`config.mk`:
```
export PLATFORM = sky130hd
export DESIGN_NAME = semver_string_validator_flat
export DESIGN_NICKNAME = d
export VERILOG_FILES = /design/src/hw/rtl/svv_pkg.sv /design/src/hw/rtl/svv_channels.sv /design/src/hw/rtl/semver_string_validator.sv /design/src/hw/rtl/svv_parser.sv /design/src/flat_wrapper.sv
export VERILOG_INCLUDE_DIRS = /design/src /design/src/hw/rtl
export SDC_FILE = /design/constraint.sdc
export NUM_CORES = 1
export LEC_CHECK = 0
export BUFFER_PORTS_ARGS = -buffer_cell sky130_fd_sc_hd__buf_2
export CORE_MARGIN = 2
export CORE_UTILIZATION = 50
export DETAILED_ROUTE_END_ITERATION = 16
export PLACE_DENSITY = 0.75
export SETUP_SLACK_MARGIN = 0.2
export SKIP_LAST_GASP = 1
export SLEW_MARGIN = 10
export SYNTH_ARGS = -nofsm -noshare
export SYNTH_HDL_FRONTEND = slang
export SYNTH_SLANG_ARGS = --single-unit
```
`constraint.sdc`:
```
create_clock -name clock -period 11.8 [get_ports clock]
set_input_delay 0.59 -clock clock [delete_from_list [all_inputs] [get_ports clock]]
set_output_delay 0.59 -clock clock [all_outputs]
set_load 0.02 [all_outputs]
```
`src/hw/rtl/assert_macros.svh`:
```
// Assertion macros used by semver_string_validator
`ifndef ASSERT_MACROS_SVH
`define ASSERT_MACROS_SVH

// same-cycle implication, disabled in reset
`define ASSERT_IMPL(lbl, clk, rst, ante, cons) \
   lbl: assert property (@(posedge clk) disable iff (rst) (ante) |-> (cons)) \
      else $error("assertion failed");

// next-cycle implication, disabled in reset
`define ASSERT_NEXT(lbl, clk, rst, ante, cons) \
   lbl: assert property (@(posedge clk) disable iff (rst) (ante) |=> (cons)) \
      else $error("assertion failed");

`endif

```
`src/hw/rtl/svv_pkg.sv`:
```
// Types and constants for the version string checker
`timescale 1ns / 1ps
`default_nettype none

package svv_pkg;

   localparam int CHAR_W    = 8;
   localparam int NUM_W     = 32;
   localparam int LEN_OUT_W = 16;

   localparam logic [CHAR_W-1:0] CHR_NUL   = 8'h00;
   localparam logic [CHAR_W-1:0] CHR_PLUS  = 8'h2B;
   localparam logic [CHAR_W-1:0] CHR_MINUS = 8'h2D;
   localparam logic [CHAR_W-1:0] CHR_DOT   = 8'h2E;
   localparam logic [CHAR_W-1:0] CHR_ZERO  = 8'h30;
   localparam logic [CHAR_W-1:0] CHR_NINE  = 8'h39;
   localparam logic [CHAR_W-1:0] CHR_UP_A  = 8'h41;
   localparam logic [CHAR_W-1:0] CHR_UP_Z  = 8'h5A;
   localparam logic [CHAR_W-1:0] CHR_LO_A  = 8'h61;
   localparam logic [CHAR_W-1:0] CHR_LO_Z  = 8'h7A;

   typedef enum logic [2:0] {
      PH_MAJOR,
      PH_MINOR,
      PH_PATCH,
      PH_PRE,
      PH_BUILD,
      PH_FAIL
   } phase_type;

   typedef struct packed {
      logic                 done_res;
      logic                 valid_res;
      logic [NUM_W-1:0]     major_value;
      logic [NUM_W-1:0]     minor_value;
      logic [NUM_W-1:0]     patch_value;
      logic [LEN_OUT_W-1:0] prerelease_length;
      logic                 has_build;
      logic [LEN_OUT_W-1:0] build_length;
   } rsp_payload_type;

endpackage

`default_nettype wire

```
`src/hw/rtl/svv_channels.sv`:
```
// Request, response and register write channel interfaces
`timescale 1ns / 1ps
`default_nettype none

interface svv_req_if;
   logic       valid;
   logic       ready;
   logic [7:0] char_code;

   modport source (output valid, output char_code, input ready);
   modport sink (input valid, input char_code, output ready);
endinterface

interface svv_rsp_if;
   logic        valid;
   logic        ready;
   logic        done_res;
   logic        valid_res;
   logic [31:0] major_value;
   logic [31:0] minor_value;
   logic [31:0] patch_value;
   logic [15:0] prerelease_length;
   logic        has_build;
   logic [15:0] build_length;

   modport source (output valid, output done_res, output valid_res, output major_value,
                   output minor_value, output patch_value, output prerelease_length,
                   output has_build, output build_length, input ready);
   modport sink (input valid, input done_res, input valid_res, input major_value,
                 input minor_value, input patch_value, input prerelease_length,
                 input has_build, input build_length, output ready);
endinterface

interface svv_csr_if;
   logic valid;
   logic ready;
   logic production_only;

   modport source (output valid, output production_only, input ready);
   modport sink (input valid, input production_only, output ready);
endinterface

`default_nettype wire

```
`src/hw/rtl/semver_string_validator.sv`:
```
// Version string checker: one character per request, one response per request.
//
// req_ch carries one character of a version string per request; a zero
// byte ends the string. Every request gives one response on rsp_ch. For
// ordinary characters the response is all zeros; for the terminator it
// has done_res set, valid_res, the three numbers and the part lengths
// (all zero when the string is malformed).
// csr_ch writes production_only; it is always ready and should only be
// written with no request in flight.
// The response is registered and appears in the cycle after the request
// is taken. Throughput: one request per cycle unless rsp_ch stalls; the
// per-character state update is a single pass through the parser logic
// into the state registers. The response register holds while rsp_ch.ready
// is low; a new request is taken in the same cycle the held response
// leaves, so a stall on rsp_ch stalls req_ch with no bubble.
// Reset clears the parse state, the response valid flag and
// production_only.
`timescale 1ns / 1ps
`default_nettype none
`include "assert_macros.svh"

module semver_string_validator #(
   parameter int MAX_NUMBER_DIGITS = 31,
   parameter int LENGTH_BITS       = 16
) (
   input  wire logic clock,
   input  wire logic reset,
   svv_req_if.sink   req_ch,
   svv_rsp_if.source rsp_ch,
   svv_csr_if.sink   csr_ch
);
   import svv_pkg::*;

   logic            prod_only_ff, prod_only_in;
   logic            rsp_valid_ff, rsp_valid_in;
   rsp_payload_type rsp_data_ff, rsp_data_in;
   rsp_payload_type step_result;
   logic            req_take;

   assign req_ch.ready = !rsp_valid_ff || rsp_ch.ready;
   assign req_take     = req_ch.valid && req_ch.ready;
   assign csr_ch.ready = 1'b1;

   svv_parser #(
      .MAX_NUMBER_DIGITS (MAX_NUMBER_DIGITS),
      .LENGTH_BITS       (LENGTH_BITS)
   ) u_parser (
      .clock           (clock),
      .reset           (reset),
      .step            (req_take),
      .char_code       (req_ch.char_code),
      .production_only (prod_only_ff),
      .result          (step_result)
   );

   always_comb begin
      prod_only_in = (csr_ch.valid) ? csr_ch.production_only : prod_only_ff;
      rsp_valid_in = rsp_valid_ff;
      rsp_data_in  = rsp_data_ff;
      if (req_take) begin
         rsp_valid_in = 1'b1;
         rsp_data_in  = step_result;
      end else if (rsp_ch.ready) begin
         rsp_valid_in = 1'b0;
      end
   end

   always_ff @(posedge clock) begin
      if (reset) begin
         prod_only_ff <= 1'b0;
         rsp_valid_ff <= 1'b0;
      end else begin
         prod_only_ff <= prod_only_in;
         rsp_valid_ff <= rsp_valid_in;
      end
      rsp_data_ff <= rsp_data_in;
   end

   assign rsp_ch.valid             = rsp_valid_ff;
   assign rsp_ch.done_res          = rsp_data_ff.done_res;
   assign rsp_ch.valid_res         = rsp_data_ff.valid_res;
   assign rsp_ch.major_value       = rsp_data_ff.major_value;
   assign rsp_ch.minor_value       = rsp_data_ff.minor_value;
   assign rsp_ch.patch_value       = rsp_data_ff.patch_value;
   assign rsp_ch.prerelease_length = rsp_data_ff.prerelease_length;
   assign rsp_ch.has_build         = rsp_data_ff.has_build;
   assign rsp_ch.build_length      = rsp_data_ff.build_length;

   `ASSERT_NEXT(a_take_gives_rsp, clock, reset, req_take, rsp_ch.valid)
   `ASSERT_IMPL(a_stall_blocks_req, clock, reset, rsp_valid_ff && !rsp_ch.ready, !req_ch.ready)
   `ASSERT_IMPL(a_valid_only_on_done, clock, reset, rsp_ch.valid && rsp_ch.valid_res,
                rsp_ch.done_res)
   `ASSERT_IMPL(a_build_implies_valid, clock, reset, rsp_ch.valid && rsp_ch.has_build,
                rsp_ch.valid_res && (rsp_ch.build_length != '0))

endmodule

`default_nettype wire

```
`src/hw/rtl/svv_parser.sv`:
```
// Per-character parse state and next-state / result logic
`timescale 1ns / 1ps
`default_nettype none

module svv_parser #(
   parameter int MAX_NUMBER_DIGITS = 31,
   parameter int LENGTH_BITS       = 16
) (
   input  wire logic                    clock,
   input  wire logic                    reset,
   input  wire logic                    step,
   input  wire logic [7:0]              char_code,
   input  wire logic                    production_only,
   output svv_pkg::rsp_payload_type     result
);
   import svv_pkg::*;

   localparam int DW = $clog2(MAX_NUMBER_DIGITS + 1);
   localparam int LW = (LENGTH_BITS < LEN_OUT_W) ? LENGTH_BITS : LEN_OUT_W;

   phase_type         phase_ff, phase_in;
   logic [NUM_W-1:0]  acc_ff, acc_in;
   logic [DW-1:0]     dcnt_ff, dcnt_in;
   logic              lz_ff, lz_in;
   logic [NUM_W-1:0]  major_ff, major_in;
   logic [NUM_W-1:0]  minor_ff, minor_in;
   logic [NUM_W-1:0]  patch_ff, patch_in;
   logic [1:0]        ilen_ff, ilen_in;
   logic              izero_ff, izero_in;
   logic              itail_ff, itail_in;
   logic [LW-1:0]     pre_ff, pre_in;
   logic [LW-1:0]     build_ff, build_in;

   logic              is_digit, is_ident;
   logic              digit_ok;
   logic [NUM_W+3:0]  acc_x10;
   logic [NUM_W-1:0]  acc_next;
   logic              ok_pre, ok_build;
   logic              str_ok;
   logic [LW-1:0]     pre_inc, build_inc;

   assign is_digit = (char_code >= CHR_ZERO) && (char_code <= CHR_NINE);
   assign is_ident = is_digit || (char_code == CHR_MINUS)
                  || ((char_code >= CHR_UP_A) && (char_code <= CHR_UP_Z))
                  || ((char_code >= CHR_LO_A) && (char_code <= CHR_LO_Z));

   assign digit_ok = (dcnt_ff < DW'(MAX_NUMBER_DIGITS)) && !((dcnt_ff == DW'(1)) && lz_ff);
   assign acc_x10  = ({4'b0000, acc_ff} << 3) + ({4'b0000, acc_ff} << 1)
                   + (NUM_W+4)'(char_code[3:0]);
   assign acc_next = (|acc_x10[NUM_W+3:NUM_W]) ? '1 : acc_x10[NUM_W-1:0];

   assign ok_build = (ilen_ff != 2'd0);
   assign ok_pre   = ok_build && !(izero_ff && (ilen_ff >= 2'd2) && itail_ff);

   assign pre_inc   = (pre_ff == '1) ? pre_ff : pre_ff + LW'(1);
   assign build_inc = (build_ff == '1) ? build_ff : build_ff + LW'(1);

   always_comb begin
      phase_in = phase_ff;
      acc_in   = acc_ff;
      dcnt_in  = dcnt_ff;
      lz_in    = lz_ff;
      major_in = major_ff;
      minor_in = minor_ff;
      patch_in = patch_ff;
      ilen_in  = ilen_ff;
      izero_in = izero_ff;
      itail_in = itail_ff;
      pre_in   = pre_ff;
      build_in = build_ff;
      result   = '0;
      str_ok   = 1'b0;

      if (step) begin
         if (char_code == CHR_NUL) begin
            unique case (phase_ff)
               PH_PATCH: str_ok = (dcnt_ff != '0);
               PH_PRE:   str_ok = ok_pre;
               PH_BUILD: str_ok = ok_build;
               default:  str_ok = 1'b0;
            endcase
            result.done_res = 1'b1;
            if (str_ok) begin
               result.valid_res         = 1'b1;
               result.major_value       = major_ff;
               result.minor_value       = minor_ff;
               result.patch_value       = (phase_ff == PH_PATCH) ? acc_ff : patch_ff;
               result.prerelease_length = LEN_OUT_W'(pre_ff);
               result.has_build         = (phase_ff == PH_BUILD);
               result.build_length      = LEN_OUT_W'(build_ff);
            end
            phase_in = PH_MAJOR;
            acc_in   = '0;
            dcnt_in  = '0;
            lz_in    = 1'b0;
            major_in = '0;
            minor_in = '0;
            patch_in = '0;
            ilen_in  = 2'd0;
            izero_in = 1'b0;
            itail_in = 1'b1;
            pre_in   = '0;
            build_in = '0;
         end else begin
            unique case (phase_ff) inside
               PH_MAJOR, PH_MINOR, PH_PATCH: begin
                  if (is_digit) begin
                     if (digit_ok) begin
                        acc_in  = acc_next;
                        dcnt_in = dcnt_ff + DW'(1);
                        if (dcnt_ff == '0) begin
                           lz_in = (char_code == CHR_ZERO);
                        end
                     end else begin
                        phase_in = PH_FAIL;
                     end
                  end else if (phase_ff != PH_PATCH) begin
                     if ((char_code == CHR_DOT) && (dcnt_ff != '0)) begin
                        if (phase_ff == PH_MAJOR) begin
                           major_in = acc_ff;
                           phase_in = PH_MINOR;
                        end else begin
                           minor_in = acc_ff;
                           phase_in = PH_PATCH;
                        end
                        acc_in  = '0;
                        dcnt_in = '0;
                        lz_in   = 1'b0;
                     end else begin
                        phase_in = PH_FAIL;
                     end
                  end else if (production_only || (dcnt_ff == '0)) begin
                     phase_in = PH_FAIL;
                  end else begin
                     patch_in = acc_ff;
                     ilen_in  = 2'd0;
                     izero_in = 1'b0;
                     itail_in = 1'b1;
                     if (char_code == CHR_MINUS) begin
                        phase_in = PH_PRE;
                        pre_in   = LW'(1);
                     end else if (char_code == CHR_PLUS) begin
                        phase_in = PH_BUILD;
                        build_in = LW'(1);
                     end else begin
                        phase_in = PH_FAIL;
                     end
                  end
               end
               PH_PRE, PH_BUILD: begin
                  if ((phase_ff == PH_PRE) && (char_code == CHR_PLUS)) begin
                     if (ok_pre) begin
                        ilen_in  = 2'd0;
                        izero_in = 1'b0;
                        itail_in = 1'b1;
                        phase_in = PH_BUILD;
                        build_in = LW'(1);
                     end else begin
                        phase_in = PH_FAIL;
                     end
                  end else begin
                     if (phase_ff == PH_PRE) begin
                        pre_in = pre_inc;
                     end else begin
                        build_in = build_inc;
                     end
                     if (char_code == CHR_DOT) begin
                        if ((phase_ff == PH_PRE) ? ok_pre : ok_build) begin
                           ilen_in  = 2'd0;
                           izero_in = 1'b0;
                           itail_in = 1'b1;
                        end else begin
                           phase_in = PH_FAIL;
                        end
                     end else if (is_ident) begin
                        if (ilen_ff == 2'd0) begin
                           izero_in = (char_code == CHR_ZERO);
                        end else if (!is_digit) begin
                           itail_in = 1'b0;
                        end
                        if (ilen_ff != 2'd3) begin
                           ilen_in = ilen_ff + 2'd1;
                        end
                     end else begin
                        phase_in = PH_FAIL;
                     end
                  end
               end
               default: phase_in = PH_FAIL;
            endcase
         end
      end
   end

   always_ff @(posedge clock) begin
      if (reset) begin
         phase_ff <= PH_MAJOR;
         acc_ff   <= '0;
         dcnt_ff  <= '0;
         lz_ff    <= 1'b0;
         major_ff <= '0;
         minor_ff <= '0;
         patch_ff <= '0;
         ilen_ff  <= 2'd0;
         izero_ff <= 1'b0;
         itail_ff <= 1'b1;
         pre_ff   <= '0;
         build_ff <= '0;
      end else begin
         phase_ff <= phase_in;
         acc_ff   <= acc_in;
         dcnt_ff  <= dcnt_in;
         lz_ff    <= lz_in;
         major_ff <= major_in;
         minor_ff <= minor_in;
         patch_ff <= patch_in;
         ilen_ff  <= ilen_in;
         izero_ff <= izero_in;
         itail_ff <= itail_in;
         pre_ff   <= pre_in;
         build_ff <= build_in;
      end
   end

endmodule

`default_nettype wire
```
`src/flat_wrapper.sv`:
```
// flat-port wrapper written by rule: the top's interface ports become plain ports
module semver_string_validator_flat import svv_pkg::*;
#(
   parameter int MAX_NUMBER_DIGITS = 31,
   parameter int LENGTH_BITS       = 16
)
  (clock, reset, req_ch_valid, req_ch_char_code, req_ch_ready, rsp_ch_valid, rsp_ch_done_res, rsp_ch_valid_res, rsp_ch_major_value, rsp_ch_minor_value, rsp_ch_patch_value, rsp_ch_prerelease_length, rsp_ch_has_build, rsp_ch_build_length, rsp_ch_ready, csr_ch_valid, csr_ch_production_only, csr_ch_ready);
  svv_req_if req_ch_i ();
  svv_rsp_if rsp_ch_i ();
  svv_csr_if csr_ch_i ();
  input  wire logic clock;
  input  wire logic reset;
  input wire logic [$bits(req_ch_i.valid)-1:0] req_ch_valid;
  input wire logic [$bits(req_ch_i.char_code)-1:0] req_ch_char_code;
  output wire logic [$bits(req_ch_i.ready)-1:0] req_ch_ready;
  output wire logic [$bits(rsp_ch_i.valid)-1:0] rsp_ch_valid;
  output wire logic [$bits(rsp_ch_i.done_res)-1:0] rsp_ch_done_res;
  output wire logic [$bits(rsp_ch_i.valid_res)-1:0] rsp_ch_valid_res;
  output wire logic [$bits(rsp_ch_i.major_value)-1:0] rsp_ch_major_value;
  output wire logic [$bits(rsp_ch_i.minor_value)-1:0] rsp_ch_minor_value;
  output wire logic [$bits(rsp_ch_i.patch_value)-1:0] rsp_ch_patch_value;
  output wire logic [$bits(rsp_ch_i.prerelease_length)-1:0] rsp_ch_prerelease_length;
  output wire logic [$bits(rsp_ch_i.has_build)-1:0] rsp_ch_has_build;
  output wire logic [$bits(rsp_ch_i.build_length)-1:0] rsp_ch_build_length;
  input wire logic [$bits(rsp_ch_i.ready)-1:0] rsp_ch_ready;
  input wire logic [$bits(csr_ch_i.valid)-1:0] csr_ch_valid;
  input wire logic [$bits(csr_ch_i.production_only)-1:0] csr_ch_production_only;
  output wire logic [$bits(csr_ch_i.ready)-1:0] csr_ch_ready;
  assign req_ch_i.valid = req_ch_valid;
  assign req_ch_i.char_code = req_ch_char_code;
  assign req_ch_ready = req_ch_i.ready;
  assign rsp_ch_valid = rsp_ch_i.valid;
  assign rsp_ch_done_res = rsp_ch_i.done_res;
  assign rsp_ch_valid_res = rsp_ch_i.valid_res;
  assign rsp_ch_major_value = rsp_ch_i.major_value;
  assign rsp_ch_minor_value = rsp_ch_i.minor_value;
  assign rsp_ch_patch_value = rsp_ch_i.patch_value;
  assign rsp_ch_prerelease_length = rsp_ch_i.prerelease_length;
  assign rsp_ch_has_build = rsp_ch_i.has_build;
  assign rsp_ch_build_length = rsp_ch_i.build_length;
  assign rsp_ch_i.ready = rsp_ch_ready;
  assign csr_ch_i.valid = csr_ch_valid;
  assign csr_ch_i.production_only = csr_ch_production_only;
  assign csr_ch_ready = csr_ch_i.ready;
  semver_string_validator #(.MAX_NUMBER_DIGITS(MAX_NUMBER_DIGITS), .LENGTH_BITS(LENGTH_BITS)) u_core (.clock(clock), .reset(reset), .req_ch(req_ch_i), .rsp_ch(rsp_ch_i), .csr_ch(csr_ch_i));
endmodule
```
==> results.yml, run 1 <==
outcome:
  status: "completed"
synthesis:
  synth_xor_area_share_pct: 3.12
  synth_top_family_by_area: "simple AND/OR/NAND/NOR gates"
  synth.area.mux_share_pct: 0.481
  netlist_instances: 1517
  synth_nets: 1604
  ys_ff_latch: 306
  yosys.area_share.simple_pct: 20.8
  synthArstFlopShare_pct: 0
  synth-compound-area-share_pct: 14.7
  netlist_area_mm2: 0.0146
  synth_ff_type: "dfxtp_1"
  yosys.cell_types.count: 86
  synth_warnings: 0
  synth-edff-count: 131
  ys_seq_area_share_pct: 51.0
  avgSynthCellArea_um2: 9.61
  synthAdderAreaFrac_pct: 6.37
setup_path:
  reg2reg_slack_ns: 7.87
  path_class: "register to register"
  critPathMaxStageDelay_ns: 0.63
  cp_max_fo: 27
  critPathSlowestCell: "a21oi_4"
  cp_data_required_time_ns: 12.28
  path_cells: "fa_1, ha_1, a21o_1, nand4_1, a311o_1, o211a_1, o41a_1, mux2i_1, and3_1, a21oi_4, a221o_2"
  end_kind: "register"
  cp-start-kind: "register"
  reg2reg_from: "u_core.u_parser.acc_ff[2]"
  r2r-end: "u_core.u_parser.acc_ff[25]"
  crit_arrival_ns: 4.42
  ff2ff_path_depth: 11
global_route:
  grt_max_degree: 109
  grt_pass1_vias: 10900
  overflow: 0
  grt_antenna_before_repair: 0
  grtUsageTotal_pct: 22.6
  grt_pass1_wl_um: 57100
layout:
  syn2layout_area_growth_pct: 13.4
  antenna_cells: 0
  num-nets-final: 1696
  drive_gt1_share_pct: 15.6
die:
  rows: 62
  die_h_um: 175
  fp.coreArea_mm2: 0.0287
  start_util_pct: 50.8
  die_w_um: 175
  ios: 148
  dieArea_mm2: 0.0305
placement:
  routabilityCongestion: 0.975
  port_buffers: 146
  hpwl_um: 23300
timing:
  setup_viol_count_final: 0
  tightest_slew_ns: 1.22
  slew_viol_final: 0
  skew_ns: 0.0110
  finalHoldViolCount: 0
  fin_crit_sh_pct: 33.3
  setup_tns_ns: 0
  min_period_ns: 3.93
  fmax_ghz: 0.254
  slew_headroom_pct: 17.6
  rsz0062_at_grt: "no"
pwr:
  powerDensity_mw_per_mm2: 135
  p_clk_share_pct: 45.0
  p_leak_nw: 6.42
  power_frac_seq_pct: 50.7
  ir_worst_vdd_uv: 104
  combPwrFrac_pct: 4.3
  switching_share_pct: 22.0
  switching_power_mw: 0.492
  internal-power_mw: 1.75
  total_power_mw: 2.24
drt:
  drt-initial-drc-count: 1078
  vias: 11700
  first_pass_iters: 7
  drt-total-wl_um: 35100
  wl_per_cell_um: 17.4
  drc: 0
  postRouteAntennaNets: 0
  vias_per_cell: 5.81
worst_hold_path:
  hold-path-endpoint: "u_core.prod_only_ff"
  hold_path_class: "primary input to register"
  hold_start: "csr_ch_production_only"
  holdPathStages: 3
clocking:
  insertion_delay_ns: 0.55
  cts_buffer_depth: 3
  cts_hold_buf: 0
  cts_resized: 0
  root_buffer: "clkbuf_16"
  numCtsBuffers: 30
  cts_tree: "done"
  clkSlewWorstSetupHoldPaths_ns: 0.06
  h-tree-depth: 1
  postCtsSetupRepairBufs: 0
  clock-sinks: 306
flow_run:
  drv_cap: 0
-- worst max-delay path by stage --
stage | from | end | slack, ns
floorplan | rsp_ch_ready | u_core.u_parser.major_ff[10] | 7.03
global placement | req_ch_char_code[2] | u_core.u_parser.acc_ff[18] | 7.60
detailed placement | req_ch_char_code[2] | u_core.u_parser.acc_ff[16] | 7.52
CTS | u_core.u_parser.acc_ff[2] | u_core.u_parser.acc_ff[25] | 7.91
global route | u_core.u_parser.acc_ff[12] | u_core.u_parser.acc_ff[19] | 7.56
finish | u_core.u_parser.acc_ff[2] | u_core.u_parser.acc_ff[25] | 7.87
-- final cells by class --
cell class | instances | area [µm²]
fill | 2486 | 12200
clock inverter | 23 | 264
multi-input combinational | 1091 | 6650
tap | 384 | 480
clock buffer | 33 | 793
timing repair buffer | 160 | 838
sequential | 306 | 7440
inverter | 20 | 77.6
-- per-stage QoR --
| stage | utilization [%] | instance area [µm²] | setup slack [ns] | instances | hold WS, ns |
|---|---|---|---|---|---|
| final | 57.6 | 16500 | 7.87 | 2017 | 0.278 |
| after global routing | 57.6 | 16500 | 7.56 | 2017 | 0.281 |
| after CTS | 57.6 | 16500 | 7.91 | 2017 | 0.268 |
| after detailed placement | 53.9 | 15500 | 7.52 | 1961 | 0.442 |
| after global placement | 53.9 | 15500 | 7.60 | 1961 | 0.438 |
| after floorplan | - | 14600 | 7.03 | 1517 | 0.432 |
-- synthesized netlist by cell type (19+ instances only) --
cell      number  area share, %
nand2_1      232            6.0
a21oi_1      181            6.2
dfxtp_1      175             24
edfxtp_1     131             27
nand3_1      125            4.3
and2_1       101            4.3
nor2_1        80            2.1
clkbuf_1      75            1.9
ha_1          71            6.1
o21ai_0       32            1.1
xor2_1        29            1.7
xnor2_1       23            1.4
a221o_2       20            1.5
inv_1         19           0.49
-- registers in the layout (all words and copies together) (netlist names), 5 cells and up --
| name | cells |
|---|---|
| u_core.rsp_ch.minor_value | 32 |
| u_core.u_parser.major_ff | 32 |
| u_core.u_parser.patch_ff | 32 |
| u_core.u_parser.build_ff | 16 |
| u_core.u_parser.acc_ff | 32 |
| u_core.rsp_ch.prerelease_length | 16 |
| u_core.u_parser.dcnt_ff | 5 |
| u_core.u_parser.minor_ff | 32 |
| u_core.rsp_ch.major_value | 32 |
| u_core.u_parser.pre_ff | 16 |
| u_core.rsp_ch.patch_value | 32 |
| u_core.rsp_ch.build_length | 16 |
-- critical path: cells and delay by family (launching register included) --
family,cells,cell delay [ns]
compound gates,6,2.08
fa+ha+maj,2,0.80
flops,1,0.50
simple gates,2,0.34
mux,1,0.14
-- power groups by stage --
stage                     sequential (mW)  combinational, mW  clock [mW]
after CTS                            1.13             0.0974        1.02
final                                1.13             0.0973        1.01
after global routing                 1.14              0.104        1.06
after global placement               1.16             0.0957           0
after detailed placement             1.16             0.0971           0
after floorplan                      1.18             0.0367           0
-- cells by family after synthesis --
logic type / Yosys count
buf+inv: 120
simple gates: 627
xor+xnor: 52
other cells: 1
compound gates: 331
fa+ha+maj: 73
mux: 7
flops: 306
-- layout by cell type (no fill, tap or decap), types with 4 or more instances in the layout --
master	count
o21bai_1	5
and3_1	16
a21oi_1	181
xor2_1	29
a21o_1	12
nor3_1	9
clkinv_2	5
edfxtp_1	131
nand4_1	18
nor2_1	79
dfxtp_1	175
buf_4	15
ha_1	71
a22oi_1	4
and2_1	101
nor2b_1	4
clkbuf_16	31
a221o_1	8
o21ai_0	32
a211oi_1	5
buf_2	145
o21a_1	7
a211o_1	6
inv_1	17
xnor2_1	23
bufinv_16	5
nand2b_1	8
mux2i_1	7
a31oi_1	6
clkinv_1	5
nand3_1	125
or3_1	4
a221o_2	20
and4_1	4
nand2_1	232
-- routing by layer --
layer | share of wire [%] | global-route usage [%] | wire [µm] | up-vias
met1 | 46 | 33.4 | 16300 | 5630
met4 | 1.9 | 5.63 | 674 | 0
met2 | 45 | 35.3 | 15800 | 441
met3 | 6.6 | 2.76 | 2330 | 55
li1 | - | - | - | 5585
met5 | 0 | 0 | 0 | -
No activity file was read; power rests on OpenSTA's default activity.
==> run 2: changes to the inputs <==
--- a/config.mk
+++ b/config.mk
@@ -10,7 +10,7 @@
 export CORE_MARGIN = 2
 export CORE_UTILIZATION = 50
 export DETAILED_ROUTE_END_ITERATION = 16
-export PLACE_DENSITY = 0.75
+export PLACE_DENSITY = 0.78
 export SETUP_SLACK_MARGIN = 0.2
 export SKIP_LAST_GASP = 1
 export SLEW_MARGIN = 10
==> constraint.sdc (replaced) <==
create_clock -name clock -period 3.4 [get_ports clock]
set_input_delay 0.17 -clock clock [delete_from_list [all_inputs] [get_ports clock]]
set_output_delay 0.17 -clock clock [all_outputs]
set_load 0.02 [all_outputs]
==> results.yml, run 2 (synthesized netlist as in run 1, its figures left out) <==
setup_path:
  end_kind: "register"
  reg2reg_slack_ns: -0.14
  cp-start-kind: "register"
  path_class: "register to register"
  crit_arrival_ns: 3.99
  cp_data_required_time_ns: 3.85
  cp_max_fo: 6
placement:
  hpwl_um: 25200
  dp_cells: 2067
  place_ws_ns: -0.288
  port_buffers: 146
  routabilityCongestion: 0.971
timing:
  rsz0062_at_grt: "yes"
  finalHoldViolCount: 0
  finalWorstSetupSlack_ns: -0.137
  skew_ns: 0.0275
  min_period_ns: 3.54
  slew_viol_final: 0
  hold_ws_ns: 0.0564
  slew_headroom_pct: 25.9
  setup_viol_count_final: 29
  setup_tns_ns: -3.06
  fmax_ghz: 0.283
  fin_crit_sh_pct: 104
  tightest_slew_ns: 1.11
layout:
  syn2layout_area_growth_pct: 19.4
  layout_commonest_cell: "nand2_1"
  fin_cells: 2130
  layout_common_cells: "nand2_1, a21oi_1, dfxtp_1, buf_2, edfxtp_1"
  num-nets-final: 1810
  drive_gt1_share_pct: 21.5
pwr:
  total_power_mw: 7.42
  powerDensity_mw_per_mm2: 426
  p_leak_nw: 6.95
  ir_worst_vdd_uv: 346
clocking:
  insertion_delay_ns: 0.56
  clock-sinks: 306
  root_buffer: "clkbuf_16"
  clkSlewWorstSetupHoldPaths_ns: 0.07
  cts_tree: "done"
  cts_buffer_depth: 3
  h-tree-depth: 1
  numCtsBuffers: 29
global_route:
  grtUsageTotal_pct: 23.5
  grt_pass1_vias: 11600
  grt_pass1_wl_um: 58900
  grt_antenna_before_repair: 0
  grt_max_degree: 96
  overflow: 0
die:
  die_h_um: 175
  rows: 62
  dieArea_mm2: 0.0305
  die_w_um: 175
  fp.coreArea_mm2: 0.0287
  ios: 148
  start_util_pct: 50.8
drt:
  vias_per_cell: 5.62
  vias: 12000
  drc: 0
  wl_per_cell_um: 17.1
  drt-total-wl_um: 36400
  postRouteAntennaNets: 0
  drt-initial-drc-count: 1050
  first_pass_iters: 7
worst_hold_path:
  hold_path_class: "primary input to register"
outcome:
  violations: "setup timing"
  status: "finished, violations left"
flow_run:
  drv_cap: 0
==> run 2: changes by cell type in the layout (fill, tap and decap cells not counted), sizes merged, moves of 4 or more <==
cell / before / now
clkinv: 13 / 9
dlygate4sd3: 0 / 5
clkbuf: 33 / 37
buf: 160 / 267
==> run 2: per-layer routing <==
layer | part of all wire [%] | vias to the layer above | routed length, µm | track usage [%]
met5 | 0 | - | 0 | 0
met1 | 43 | 5722 | 15700 | 31.1
met2 | 49 | 341 | 17700 | 39.9
li1 | - | 5819 | - | -
met4 | 3.5 | 0 | 1260 | 9.17
met3 | 4.8 | 80 | 1740 | 2.44
==> run 2: area by class of cell <==
| cell class | instances | area [µm²] |
|---|---|---|
| well taps | 384 | 480 |
| diodes | 1 | 2.50 |
| repair buffers | 272 | 1720 |
| inverters | 20 | 78.8 |
| multi-input cells | 1094 | 6780 |
| clock inverters | 16 | 145 |
| flip-flops and latches | 306 | 7440 |
| fillers | 2412 | 11300 |
| clock buffers | 37 | 766 |
==> run 2: critical path, stage by stage, from the launching register on <==
cell and delay, ns:
dfxtp_2 0.33, fa_1 0.57, inv_2 0.06, fa_2 0.42, nor2b_4 0.14, o2111ai_2 0.12, a211o_1 0.30, a211o_1 0.28
o221ai_2 0.17, mux2i_2 0.27, and3_4 0.30, a21oi_2 0.16, a221o_2 0.32
==> run 2: path summary, 6_finish.rpt <==
kind | from | endpoint | depth (start not counted)
setup / recovery | u_core.u_parser.acc_ff[0] | u_core.u_parser.acc_ff[30] | 12
hold reg to reg | u_core.u_parser.minor_ff[21] | u_core.u_parser.minor_ff[21] | 2
setup reg to reg | u_core.u_parser.acc_ff[0] | u_core.u_parser.acc_ff[30] | 12
hold / removal | req_ch_char_code[1] | u_core.u_parser.acc_ff[1] | 3
==> run 2: power by group <==
part           switching (mW)  internal, mW  total, mW
Sequential             0.0230          3.90       3.92
Combinational           0.263         0.103      0.366
Clock                    1.39          1.75       3.13
==> run 2: repair_timing <==
action | CTS | global route
setup buffers | 1 | 0
hold buffers | 5 | 0
cloned | 2 | 1
endpoints found under the setup margin | 32 | 33
pin swaps | 3 | 1
gates resized for setup | 8 | 8
hold endpoints to repair | 3 | 0
==> run 2: per-stage QoR <==
step	util, %	area (µm²)
4_1_cts	60.5	17400
3_5_place_dp	57.0	16300
6_report	60.7	17400
2_1_floorplan	-	14700
5_1_grt	60.6	17400
3_3_place_gp	57.0	16300
==> run 3: changes to the inputs <==
==> constraint.sdc (replaced) <==
create_clock -name clock -period 3.4 [get_ports clock]
set_input_delay 0.34 -clock clock [delete_from_list [all_inputs] [get_ports clock]]
set_output_delay 0.34 -clock clock [all_outputs]
set_load 0.02 [all_outputs]
==> results.yml, run 3 (synthesized netlist as in run 1, its figures left out) <==
pwr:
  powerDensity_mw_per_mm2: 412
  switching_power_mw: 1.68
  internal-power_mw: 5.68
  p_leak_nw: 7.26
  ir_worst_vdd_uv: 353
  p_clk_share_pct: 41.7
  power_frac_seq_pct: 53.3
  combPwrFrac_pct: 4.9
  switching_share_pct: 22.8
  total_power_mw: 7.36
setup_path:
  path_class: "register to register"
  critPathMaxStageDelay_ns: 0.45
  cp_max_fo: 14
  reg2reg_from: "u_core.u_parser.acc_ff[3]"
  cp-start-kind: "register"
  ff2ff_path_depth: 12
  cp_data_required_time_ns: 3.85
  end_kind: "register"
  crit_arrival_ns: 3.93
  reg2reg_slack_ns: -0.08
  path_depth: 12
  crit_family: "compound AO/OA/AOI/OAI gates"
  critPathSlowestCell: "dfxtp_1"
  r2r-end: "u_core.u_parser.acc_ff[10]"
  path_cells: "ha_1, ha_1, a21oi_1, buf_4, a311o_1, o211a_1, o41a_1, mux2i_2, and3_4, a21oi_4, buf_12, a221o_2"
  crit_buf_inv: 2
  cp_common_cell: "ha_1"
clocking:
  insertion_delay_ns: 0.57
  clkSlewWorstSetupHoldPaths_ns: 0.07
  cts_hold_buf: 0
  clock-sinks: 306
  cts_tree: "done"
  root_buffer: "clkbuf_16"
  numCtsBuffers: 29
  h-tree-depth: 1
  cts_buffer_depth: 3
placement:
  hpwl_um: 27100
  port_buffers: 146
  dp_cells: 2109
  routabilityCongestion: 0.907
  placed_area_mm2: 0.0167
worst_hold_path:
  hold_path_class: "primary input to register"
  hold-path-endpoint: "u_core.rsp_ch.valid"
  hold_start: "req_ch_valid"
  holdPathStages: 3
timing:
  fin_crit_sh_pct: 102
  setup_viol_count_final: 31
  min_period_ns: 3.48
  fmax_ghz: 0.287
  tightest_slew_ns: 1.23
  skew_ns: 0.0129
  setup_tns_ns: -1.50
  slew_viol_final: 0
  finalHoldViolCount: 0
  finalWorstSetupSlack_ns: -0.0796
  rsz0062_at_grt: "yes"
  slew_headroom_pct: 17.7
global_route:
  grt_antenna_before_repair: 0
  grt_max_degree: 96
  grt_pass1_vias: 11900
  grt_pass1_wl_um: 60600
  overflow: 0
  grtUsageTotal_pct: 24.5
layout:
  syn2layout_area_growth_pct: 22.5
  fin_cells: 2180
  regArea_mm2: 0.00744
  layout_common_cells: "nand2_1, a21oi_1, dfxtp_1, buf_4, buf_2"
  num-nets-final: 1860
  layout_commonest_cell: "nand2_1"
  multiInputGateArea_mm2: 0.00676
  antenna_cells: 0
  stdcell_area_mm2: 0.0179
  nFillCells: 2293
  drive_gt1_share_pct: 24.1
die:
  die_w_um: 175
  start_util_pct: 50.8
  rows: 62
  dieArea_mm2: 0.0305
  ios: 148
  die_h_um: 175
  fp.coreArea_mm2: 0.0287
drt:
  first_pass_iters: 6
  wl_per_cell_um: 17.8
  vias_per_cell: 5.67
  postRouteAntennaNets: 0
  drt-initial-drc-count: 1209
  drt-total-wl_um: 38800
  vias: 12400
  drc: 0
flow_run:
  drv_cap: 0
outcome:
  status: "finished, violations left"
  violations: "setup timing"
## run 3: how the worst max path moves through the flow
stage | from | endpoint | slack [ns]
2_1_floorplan | rsp_ch_ready | u_core.u_parser.major_ff[10] | -0.004
3_3_place_gp | req_ch_char_code[3] | u_core.u_parser.acc_ff[8] | -0.40
3_5_place_dp | req_ch_char_code[3] | u_core.u_parser.acc_ff[10] | -0.42
4_1_cts | u_core.u_parser.acc_ff[2] | u_core.u_parser.acc_ff[10] | -0.10
5_1_grt | u_core.u_parser.acc_ff[2] | u_core.u_parser.acc_ff[17] | -0.21
6_report | u_core.u_parser.acc_ff[3] | u_core.u_parser.acc_ff[10] | -0.08
## run 3: metrics by stage
stage          util [%]  worst slack (ns)  hold WS (ns)
3_5_place_dp       58.2            -0.421         0.443
2_1_floorplan         -          -0.00438         0.432
4_1_cts            61.9            -0.101        0.0495
5_1_grt            62.2            -0.214        0.0540
6_report           62.2           -0.0796        0.0661
3_3_place_gp       58.2            -0.404         0.439
## run 3: worst min-delay path: cells and delay by family
kind	cells	cell delay, ns
AO/OA/AOI/OAI	1	0.05
buffers and inverters	2	0.19
## run 3: area by class of cell
class                      count  area share [%]
timing repair buffer         324            12.3
inverter                      20           0.441
tap                          384            2.69
multi-input combinational   1092            37.8
clock buffer                  39            4.50
sequential                   306            41.6
clock inverter                15           0.567
## run 3: layer usage
metal,routed length [µm],GRT usage (%)
met1,15400,29.8
met2,19900,44.6
met3,2050,2.68
met4,1470,8.89
met5,0,0
## run 3: timing repair
action | CTS | global route
setup buffers | 12 | 4
pin swaps | 6 | 5
gates cloned | 1 | 0
gates resized for setup | 5 | 14
hold endpoints to repair | 0 | 0
setup endpoints to repair | 32 | 32
## run 3: power by group through the flow
| stage | combinational (mW) | sequential (mW) | clock (mW) |
|---|---|---|---|
| after floorplan | 0.131 | 4.10 | 0 |
| after global placement | 0.356 | 4.00 | 0 |
| after detailed placement | 0.361 | 4.01 | 0 |
| after CTS | 0.363 | 3.93 | 3.10 |
| after global routing | 0.387 | 3.93 | 3.24 |
| final | 0.363 | 3.92 | 3.07 |
